===== src/hw/rtl/edtb_pkg.sv =====
`timescale 1ns / 1ps
// ----------------------------------------------------------------------------
// edtb_pkg
// shared types and codes for the edit distance core
// ----------------------------------------------------------------------------
package edtb_pkg;

  localparam logic [1:0] ACT_SRC = 2'd0;
  localparam logic [1:0] ACT_TGT = 2'd1;
  localparam logic [1:0] ACT_RUN = 2'd2;

  localparam logic [1:0] KIND_DELETE  = 2'd0;
  localparam logic [1:0] KIND_INSERT  = 2'd1;
  localparam logic [1:0] KIND_REPLACE = 2'd2;
  localparam logic [1:0] KIND_FINAL   = 2'd3;

  localparam logic [1:0] DIR_MATCH   = 2'd0;
  localparam logic [1:0] DIR_INSERT  = 2'd1;
  localparam logic [1:0] DIR_REPLACE = 2'd2;
  localparam logic [1:0] DIR_DELETE  = 2'd3;

  localparam int MAX_EDITS = 32;

  typedef struct packed {
    logic [1:0] action;
    logic [7:0] symbol;
  } cmd_t;

endpackage


===== src/hw/rtl/edtb_queue.sv =====
`timescale 1ns / 1ps
// ----------------------------------------------------------------------------
// edtb_queue
// small command queue between front and back
// ----------------------------------------------------------------------------
module edtb_queue
  import edtb_pkg::*;
(
  input  logic clk,
  input  logic rst,
  input  logic push,
  input  cmd_t push_data,
  output logic full,
  input  logic pop,
  output cmd_t pop_data,
  output logic not_empty
);

  cmd_t       slots [2];
  logic       wr_ptr;
  logic       rd_ptr;
  logic [1:0] count;

  assign full      = (count == 2'd2);
  assign not_empty = (count != 2'd0);
  assign pop_data  = slots[rd_ptr];

  always_ff @(posedge clk) begin
    if (push) begin
      slots[wr_ptr] <= push_data;
    end
  end

  always_ff @(posedge clk) begin
    if (rst) begin
      wr_ptr <= 1'b0;
      rd_ptr <= 1'b0;
      count  <= 2'd0;
    end else begin
      if (push) wr_ptr <= ~wr_ptr;
      if (pop) rd_ptr <= ~rd_ptr;
      count <= count + {1'b0, push} - {1'b0, pop};
    end
  end

endmodule


===== src/hw/rtl/edtb_engine.sv =====
`timescale 1ns / 1ps
// ----------------------------------------------------------------------------
// edtb_engine
// string stores, table fill and traceback
// ----------------------------------------------------------------------------
module edtb_engine
  import edtb_pkg::*;
#(
  parameter int MAX_LEN = 16
) (
  input  logic       clk,
  input  logic       rst,
  input  logic       cmd_valid,
  input  cmd_t       cmd,
  output logic       cmd_pop,
  output logic       strobe,
  output logic [1:0] kind,
  output logic [7:0] source_char,
  output logic [7:0] target_char,
  output logic [5:0] distance,
  output logic       last
);

  localparam int LW   = $clog2(MAX_LEN + 1);
  localparam int AW   = (MAX_LEN > 1) ? $clog2(MAX_LEN) : 1;
  localparam int DIM  = MAX_LEN + 1;
  localparam int TD   = DIM * DIM;
  localparam int TW   = $clog2(TD);
  localparam int CW   = $clog2(2 * MAX_LEN + 1);
  localparam int NW   = $clog2(MAX_EDITS + 1);

  typedef enum logic [6:0] {
    S_IDLE  = 7'b0000001,
    S_INIT  = 7'b0000010,
    S_RD    = 7'b0000100,
    S_CALC  = 7'b0001000,
    S_TRD   = 7'b0010000,
    S_TSTEP = 7'b0100000,
    S_FINAL = 7'b1000000
  } state_t;

  state_t state;

  logic [7:0]    src_mem [MAX_LEN];
  logic [7:0]    tgt_mem [MAX_LEN];
  logic [CW-1:0] cost_mem [TD];
  logic [1:0]    dir_mem  [TD];

  logic [LW-1:0] src_len, tgt_len;
  logic [LW-1:0] i, j;
  logic [NW-1:0] n_edits;
  logic [CW-1:0] left_cost;    // cost at (i, j-1)
  logic [CW-1:0] diag_cost, up_cost;
  logic [CW-1:0] cost_q;
  logic [1:0]    dir_q;
  logic [7:0]    sc_q, tc_q;

  logic          cost_we, dir_we;
  logic [TW-1:0] wr_addr;
  logic [CW-1:0] wr_cost;
  logic [1:0]    wr_dir;
  logic [TW-1:0] rd_addr;
  logic          idle;

  function automatic logic [TW-1:0] idx(input logic [LW-1:0] r, input logic [LW-1:0] c);
    idx = TW'(r) * TW'(DIM) + TW'(c);
  endfunction

  logic [LW-1:0] im1, jm1;
  assign im1 = i - LW'(1);
  assign jm1 = j - LW'(1);

  // memories
  always_ff @(posedge clk) begin
    if (cost_we) cost_mem[wr_addr] <= wr_cost;
    if (dir_we) dir_mem[wr_addr] <= wr_dir;
    cost_q <= cost_mem[rd_addr];
    dir_q  <= dir_mem[rd_addr];
  end

  // cell compute
  logic          diff;
  logic [CW-1:0] ca, cb, cc, cm;
  logic [1:0]    cd;
  always_comb begin
    diff = (sc_q != tc_q);
    ca = diag_cost + CW'(diff);
    cb = up_cost + CW'(1);
    cc = left_cost + CW'(1);
    cm = ca;
    cd = diff ? DIR_REPLACE : DIR_MATCH;
    if (cb < cm) begin
      cm = cb;
      cd = DIR_DELETE;
    end
    if (cc < cm) begin
      cm = cc;
      cd = DIR_INSERT;
    end
  end

  // phase within a cell read: 0 diag, 1 up
  logic rd_phase;

  always_comb begin
    cost_we = 1'b0;
    dir_we  = 1'b0;
    wr_addr = idx(i, j);
    wr_cost = '0;
    wr_dir  = DIR_MATCH;
    rd_addr = idx(i, j);
    case (state)
      S_INIT: begin
        cost_we = 1'b1;
        dir_we  = 1'b1;
        if (j == '0 && i == '0) begin
          wr_cost = '0;
          wr_dir  = DIR_MATCH;
        end else if (j == '0) begin
          wr_cost = CW'(i);
          wr_dir  = DIR_DELETE;
        end else begin
          wr_addr = idx('0, j);
          wr_cost = CW'(j);
          wr_dir  = DIR_INSERT;
        end
      end
      S_RD: rd_addr = rd_phase ? idx(im1, j) : idx(im1, jm1);
      S_CALC: begin
        cost_we = 1'b1;
        dir_we  = 1'b1;
        wr_cost = cm;
        wr_dir  = cd;
      end
      S_TRD: rd_addr = idx(i, j);
      S_FINAL: rd_addr = idx(i, j);
      default: ;
    endcase
  end

  assign idle    = (state == S_IDLE);
  assign cmd_pop = idle && cmd_valid;

  logic rd_wait;

  always_ff @(posedge clk) begin
    strobe <= 1'b0;
    if (rst) begin
      state   <= S_IDLE;
      src_len <= '0;
      tgt_len <= '0;
      i <= '0;
      j <= '0;
      n_edits <= '0;
      rd_phase <= 1'b0;
      rd_wait  <= 1'b0;
    end else begin
      case (state)
        S_IDLE: begin
          if (cmd_valid) begin
            case (cmd.action)
              ACT_SRC: if (src_len < LW'(MAX_LEN)) begin
                src_mem[src_len[AW-1:0]] <= cmd.symbol;
                src_len <= src_len + LW'(1);
              end
              ACT_TGT: if (tgt_len < LW'(MAX_LEN)) begin
                tgt_mem[tgt_len[AW-1:0]] <= cmd.symbol;
                tgt_len <= tgt_len + LW'(1);
              end
              ACT_RUN: begin
                i <= '0;
                j <= '0;
                n_edits <= '0;
                state <= S_INIT;
              end
              default: ;
            endcase
          end
        end
        // borders: column walk over i, then row walk over j
        S_INIT: begin
          if (j == '0 && i < src_len) begin
            i <= i + LW'(1);
          end else if (j < tgt_len) begin
            j <= j + LW'(1);
          end else if (src_len != '0 && tgt_len != '0) begin
            i <= LW'(1);
            j <= LW'(1);
            rd_phase <= 1'b0;
            rd_wait  <= 1'b0;
            left_cost <= CW'(1);
            state <= S_RD;
          end else begin
            i <= src_len;
            j <= tgt_len;
            rd_wait <= 1'b0;
            state <= S_TRD;
          end
        end
        S_RD: begin
          sc_q <= src_mem[im1[AW-1:0]];
          tc_q <= tgt_mem[jm1[AW-1:0]];
          if (!rd_phase) begin
            rd_phase <= 1'b1;
          end else if (!rd_wait) begin
            diag_cost <= cost_q;
            rd_wait <= 1'b1;
          end else begin
            up_cost  <= cost_q;
            rd_wait  <= 1'b0;
            rd_phase <= 1'b0;
            state <= S_CALC;
          end
        end
        S_CALC: begin
          if (j < tgt_len) begin
            left_cost <= cm;
            j <= j + LW'(1);
            state <= S_RD;
          end else if (i < src_len) begin
            left_cost <= CW'(i + LW'(1));
            i <= i + LW'(1);
            j <= LW'(1);
            state <= S_RD;
          end else begin
            i <= src_len;
            j <= tgt_len;
            state <= S_TRD;
          end
        end
        S_TRD: begin
          if (i == '0 && j == '0) begin
            rd_wait <= 1'b0;
            i <= src_len;
            j <= tgt_len;
            state <= S_FINAL;
          end else if (!rd_wait) begin
            rd_wait <= 1'b1;
          end else begin
            rd_wait <= 1'b0;
            sc_q <= (i != '0) ? src_mem[im1[AW-1:0]] : 8'd0;
            tc_q <= (j != '0) ? tgt_mem[jm1[AW-1:0]] : 8'd0;
            state <= S_TSTEP;
          end
        end
        S_TSTEP: begin
          source_char <= 8'd0;
          target_char <= 8'd0;
          distance <= 6'd0;
          last <= 1'b0;
          case (dir_q)
            DIR_MATCH: begin
              if (i != '0) i <= im1;
              if (j != '0) j <= jm1;
            end
            DIR_INSERT: begin
              kind <= KIND_INSERT;
              target_char <= tc_q;
              j <= jm1;
            end
            DIR_DELETE: begin
              kind <= KIND_DELETE;
              source_char <= sc_q;
              i <= im1;
            end
            default: begin
              kind <= KIND_REPLACE;
              source_char <= sc_q;
              target_char <= tc_q;
              i <= im1;
              j <= jm1;
            end
          endcase
          if (dir_q != DIR_MATCH && n_edits < NW'(MAX_EDITS)) begin
            strobe <= 1'b1;
            n_edits <= n_edits + NW'(1);
          end
          state <= S_TRD;
        end
        S_FINAL: begin
          if (!rd_wait) begin
            rd_wait <= 1'b1;
          end else begin
            rd_wait <= 1'b0;
            strobe <= 1'b1;
            kind <= KIND_FINAL;
            source_char <= 8'd0;
            target_char <= 8'd0;
            distance <= 6'(cost_q);
            last <= 1'b1;
            src_len <= '0;
            tgt_len <= '0;
            state <= S_IDLE;
          end
        end
        default: state <= S_IDLE;
      endcase
    end
  end

endmodule


===== src/hw/rtl/edit_distance_with_traceback_core.sv =====
`timescale 1ns / 1ps
// ----------------------------------------------------------------------------
// edit_distance_with_traceback_core
// levenshtein distance with traceback of the edits
// ----------------------------------------------------------------------------
// append transactions (action 0/1) are taken by the engine while idle. a run
// fills the (sl+1)*(tl+1) cost table through the single table read port,
// then walks back and emits each edit, up to MAX_EDITS, as a one-cycle strobe
// (the receiver cannot stall), then the final distance with last set.
// a two-entry queue decouples acceptance; busy is high only while it is full
module edit_distance_with_traceback_core
  import edtb_pkg::*;
#(
  parameter int MAX_LEN = 16
) (
  input  logic       clk,
  input  logic       rst,
  input  logic       start,
  output logic       busy,
  input  logic [1:0] action,
  input  logic [7:0] symbol,
  output logic       strobe,
  output logic [1:0] kind,
  output logic [7:0] source_char,
  output logic [7:0] target_char,
  output logic [5:0] distance,
  output logic       last
);

  cmd_t in_cmd, q_cmd;
  logic q_full, q_valid, q_pop;
  logic accept;

  // front: take a transaction whenever the queue has space
  assign busy   = q_full;
  assign accept = start && !q_full;
  assign in_cmd = '{action: action, symbol: symbol};

  edtb_queue u_queue (
    .clk       (clk),
    .rst       (rst),
    .push      (accept),
    .push_data (in_cmd),
    .full      (q_full),
    .pop       (q_pop),
    .pop_data  (q_cmd),
    .not_empty (q_valid)
  );

  // back: stores, table fill and traceback
  edtb_engine #(.MAX_LEN(MAX_LEN)) u_engine (
    .clk         (clk),
    .rst         (rst),
    .cmd_valid   (q_valid),
    .cmd         (q_cmd),
    .cmd_pop     (q_pop),
    .strobe      (strobe),
    .kind        (kind),
    .source_char (source_char),
    .target_char (target_char),
    .distance    (distance),
    .last        (last)
  );

endmodule

===== config.mk =====
export PLATFORM = sky130hd
export DESIGN_NAME = edit_distance_with_traceback_core
export DESIGN_NICKNAME = d
export VERILOG_FILES = /design/src/hw/rtl/edtb_pkg.sv /design/src/hw/rtl/edtb_queue.sv /design/src/hw/rtl/edtb_engine.sv /design/src/hw/rtl/edit_distance_with_traceback_core.sv
export SDC_FILE = /design/constraint.sdc
export NUM_CORES = 2
export LEC_CHECK = 0
export BUFFER_PORTS_ARGS = -buffer_cell sky130_fd_sc_hd__buf_2
export CORE_MARGIN = 2
export CORE_UTILIZATION = 35
export DETAILED_ROUTE_END_ITERATION = 6
export PLACE_DENSITY = 0.46
export SLEW_MARGIN = 20
export SYNTH_ARGS = -nofsm -noshare
export SYNTH_HDL_FRONTEND = slang
export SYNTH_SLANG_ARGS = --single-unit

===== constraint.sdc =====
create_clock -name clk -period 19.15 [get_ports clk]
set_input_delay 0.9575 -clock clk [delete_from_list [all_inputs] [get_ports clk]]
set_output_delay 0.9575 -clock clk [all_outputs]
set_load 0.01 [all_outputs]

==> metrics.cfg <==
[logic_synthesis]
yosysWarnings=0
syn_avg_cell_area_um2=14.8
synthCells=7362
synthArstFlopShare_pct=0
netlist_area_um2=109000
seq_area_frac_synth_pct=74.0
synth.area.top_cells=edfxtp_1 73%, nand2_1 5.0%, mux4_2 3.3%
synth_top_cell_area_share_pct=73.1
synth_top_area_cell=edfxtp_1
ys.flop_type=edfxtp_1
synth_fp_nets=7438
synth-seq-cells=2696
synth.distinct_cells=86
synth_edf_count=2647

[global_route]
use_met1_pct=32.0
gr-usage-all-layers_pct=23.1
gr-total-overflow=0
antenna_found_initial=8
grt_busiest_layer=met2
grt_pass1_wl_mm=520
grt_use_met3_pct=3.27
met2_usage_pct=37.2
grt_max_degree=204
grt_pass1_vias=64300

[die]
die-area_um2=315000
num_rows=204
die_y_um=561
initial_core_util_pct=35.2
ioPinCount=40
coreArea_um2=309000
chipWidth_um=561

[power]
power_density_nw_per_um2=179
power_frac_seq_pct=30.2
power.leakage_uw=0.0379
power.switching_uw=9600
ir_drop_mv=0.179
power.clock.fraction_pct=25.3
power.internal_uw=12500
p_sw_share_pct=43.5
power.share.combinational_pct=44.4

[timing]
fin_worst_skew_ns=0.0887
finalHoldViolations=0
setup_viol=0
rsz0062_at_grt=false
fin_tns_setup_ns=0
period_minus_slack_ns=8.57
worstMarginPinSlew_ns=1.27
maxSlewHeadroom_pct=15.6
slew_viol_final=0
whs_ns=0.256
timing.fmax_ghz=0.117
finalCritPeriodShare_pct=44.7

[detailed_routing]
post_drt_wl_per_cell_um=31.7
drc_errors=0
vias=66900
viasPerCell=5.67
first_iter_violations=7571
first_pass_iters=5
drt_wl_total_mm=373
antenna_left=0

[cts]
postCtsHoldBufs=0
cts_sinks=2696
clockBufferDepth=4
clk_pin_slew_ns=0.06
clockRootBuffer=clkbuf_16
postCtsSetupBuffers=0
clock_latency_ns=0.93
cts-htree-levels=5
cts_tree=done
cts_resized=0
cts_buffers=303

[placement]
io_buffers=39
placed_area_um2=114000
dp_hpwl_mm=221
placed_cells=11200
place.gp.congestion=0.865

[setup_path]
critPathLaunchType=flop
endpoint_kind=flop
path_class=reg2reg
path_max_fanout=90
cp_data_required_time_ns=19.73
cp_data_arrival_time_ns=9.15

[finish]
fin_nets=7508
finalInstanceArea_um2=123000
area.growth.synth_to_final_pct=13.5
fin_util_pct=39.9
fin_cells=11800
drive_gt1_share_pct=12.0

[outcome]
status=completed

[flow_run]
maxCapViolCount=0

[worst_hold_path]
min_path_type=in2reg

==> cell usage in the layout, fill, tap and decap left out, drive strengths merged, types with 84 or more instances in the layout <==
master and count:
clkinv 111, a21oi 250, mux2i 233, nand3 293, edfxtp 2647, mux4 157
a22oi 107, a31oi 145, a32oi 181, clkbuf 390, nor2 443, buf 232
nand2 1451, o21ai 84, and3 128
==> power by group through the flow <==
stage | Combinational [µW] | Clock, µW | Sequential, µW
after floorplan | 5630 | 0 | 6760
after global placement | 9700 | 0 | 6800
after detailed placement | 9730 | 0 | 6800
after CTS | 9760 | 5680 | 6680
after global routing | 10300 | 5890 | 6680
final | 9800 | 5600 | 6680
==> critical path, cell delays in order (launching register included) <==
cell	delay [ns]
edfxtp_1	0.40
xor2_1	0.16
nor4_1	0.40
nand2_1	0.19
ha_1	0.25
ha_1	0.31
inv_1	0.05
ha_1	0.29
a21o_1	0.16
maj3_1	0.37
o311a_1	0.40
nor3_2	0.51
o21ai_0	0.23
ha_1	0.35
a21o_1	0.18
a21o_1	0.16
a21oi_1	0.19
nand3b_1	0.12
o21ai_0	0.20
buf_4	0.23
mux2i_1	0.25
nand2_1	0.12
o21ai_4	0.07
buf_4	0.81
buf_4	0.81
buf_4	0.76
==> layout make-up <==
cell class / instances / area (µm²)
antenna: 6 / 15.0
fill: 28500 / 186000
timing repair buffer: 232 / 1880
sequential: 2696 / 80500
clock buffer: 390 / 8050
clock inverter: 140 / 1240
tap: 4120 / 5150
inverter: 43 / 161
multi-input combinational: 4156 / 26500
==> per-layer routing <==
layer,wire length (µm),up-vias
met3,24100,622
met4,13800,4
met2,176000,2695
li1,-,28400
met5,18,-
met1,159000,35100
==> Yosys cell counts (67+ instances only) <==
master,count
a32oi_1,181
a31oi_1,145
a21oi_1,250
and3_1,128
edfxtp_1,2647
a211oi_1,67
clkbuf_1,176
mux2i_1,233
mux4_2,157
o21ai_0,79
buf_2,185
a22oi_1,107
nand2_1,1449
nand3_1,293
nor2_1,436
==> worst paths after layout <==
path                                           from                   endpoint  slack, ns  cells after the start
worst max-delay path               u_engine.sc_q[7]  u_engine.cost_mem[189][0]      10.58                     25
worst min register to register  u_engine.n_edits[1]        u_engine.n_edits[1]       0.53                      2
worst max register to register     u_engine.sc_q[7]  u_engine.cost_mem[189][0]      10.58                     25
worst min-delay path                      symbol[4]        u_queue.slots[0][4]       0.26                      1
==> through the flow <==
step	worst slack, ns	power (µW)
2_1_floorplan	3.39	12400
3_3_place_gp	10.40	16500
3_5_place_dp	10.58	16500
4_1_cts	10.53	22100
5_1_grt	10.06	22900
6_report	10.58	22100
==> sequential cells by signal, indices dropped and copies added, names as in the netlist, 7 cells and up, named ones only <==
name / cells
u_engine.cost_mem: 1734
u_engine.dir_mem: 578
u_engine.sc_q: 8
u_engine.source_char: 8
u_engine.src_mem: 128
u_engine.state: 7
u_engine.target_char: 8
u_engine.tc_q: 8
u_engine.tgt_mem: 128
u_queue.slots: 20
==> kinds of logic (layout without fill, tap and decap cells) <==
| group | Yosys count | in the layout | share of synthesized area [%] |
|---|---|---|---|
| AO/OA/AOI/OAI | 1111 | 1111 | 7.16 |
| XOR/XNOR | 59 | 59 | 0.475 |
| adder cells (fa/ha/maj) | 64 | 64 | 0.755 |
| buffers and inverters | 510 | 805 | 2.25 |
| flip-flops | 2696 | 2696 | 74.0 |
| multiplexers | 401 | 401 | 5.51 |
| other | 0 | 6 | 0 |
| AND/OR/NAND/NOR | 2521 | 2521 | 9.86 |
Note: power is estimated with default switching activity, not from simulation.
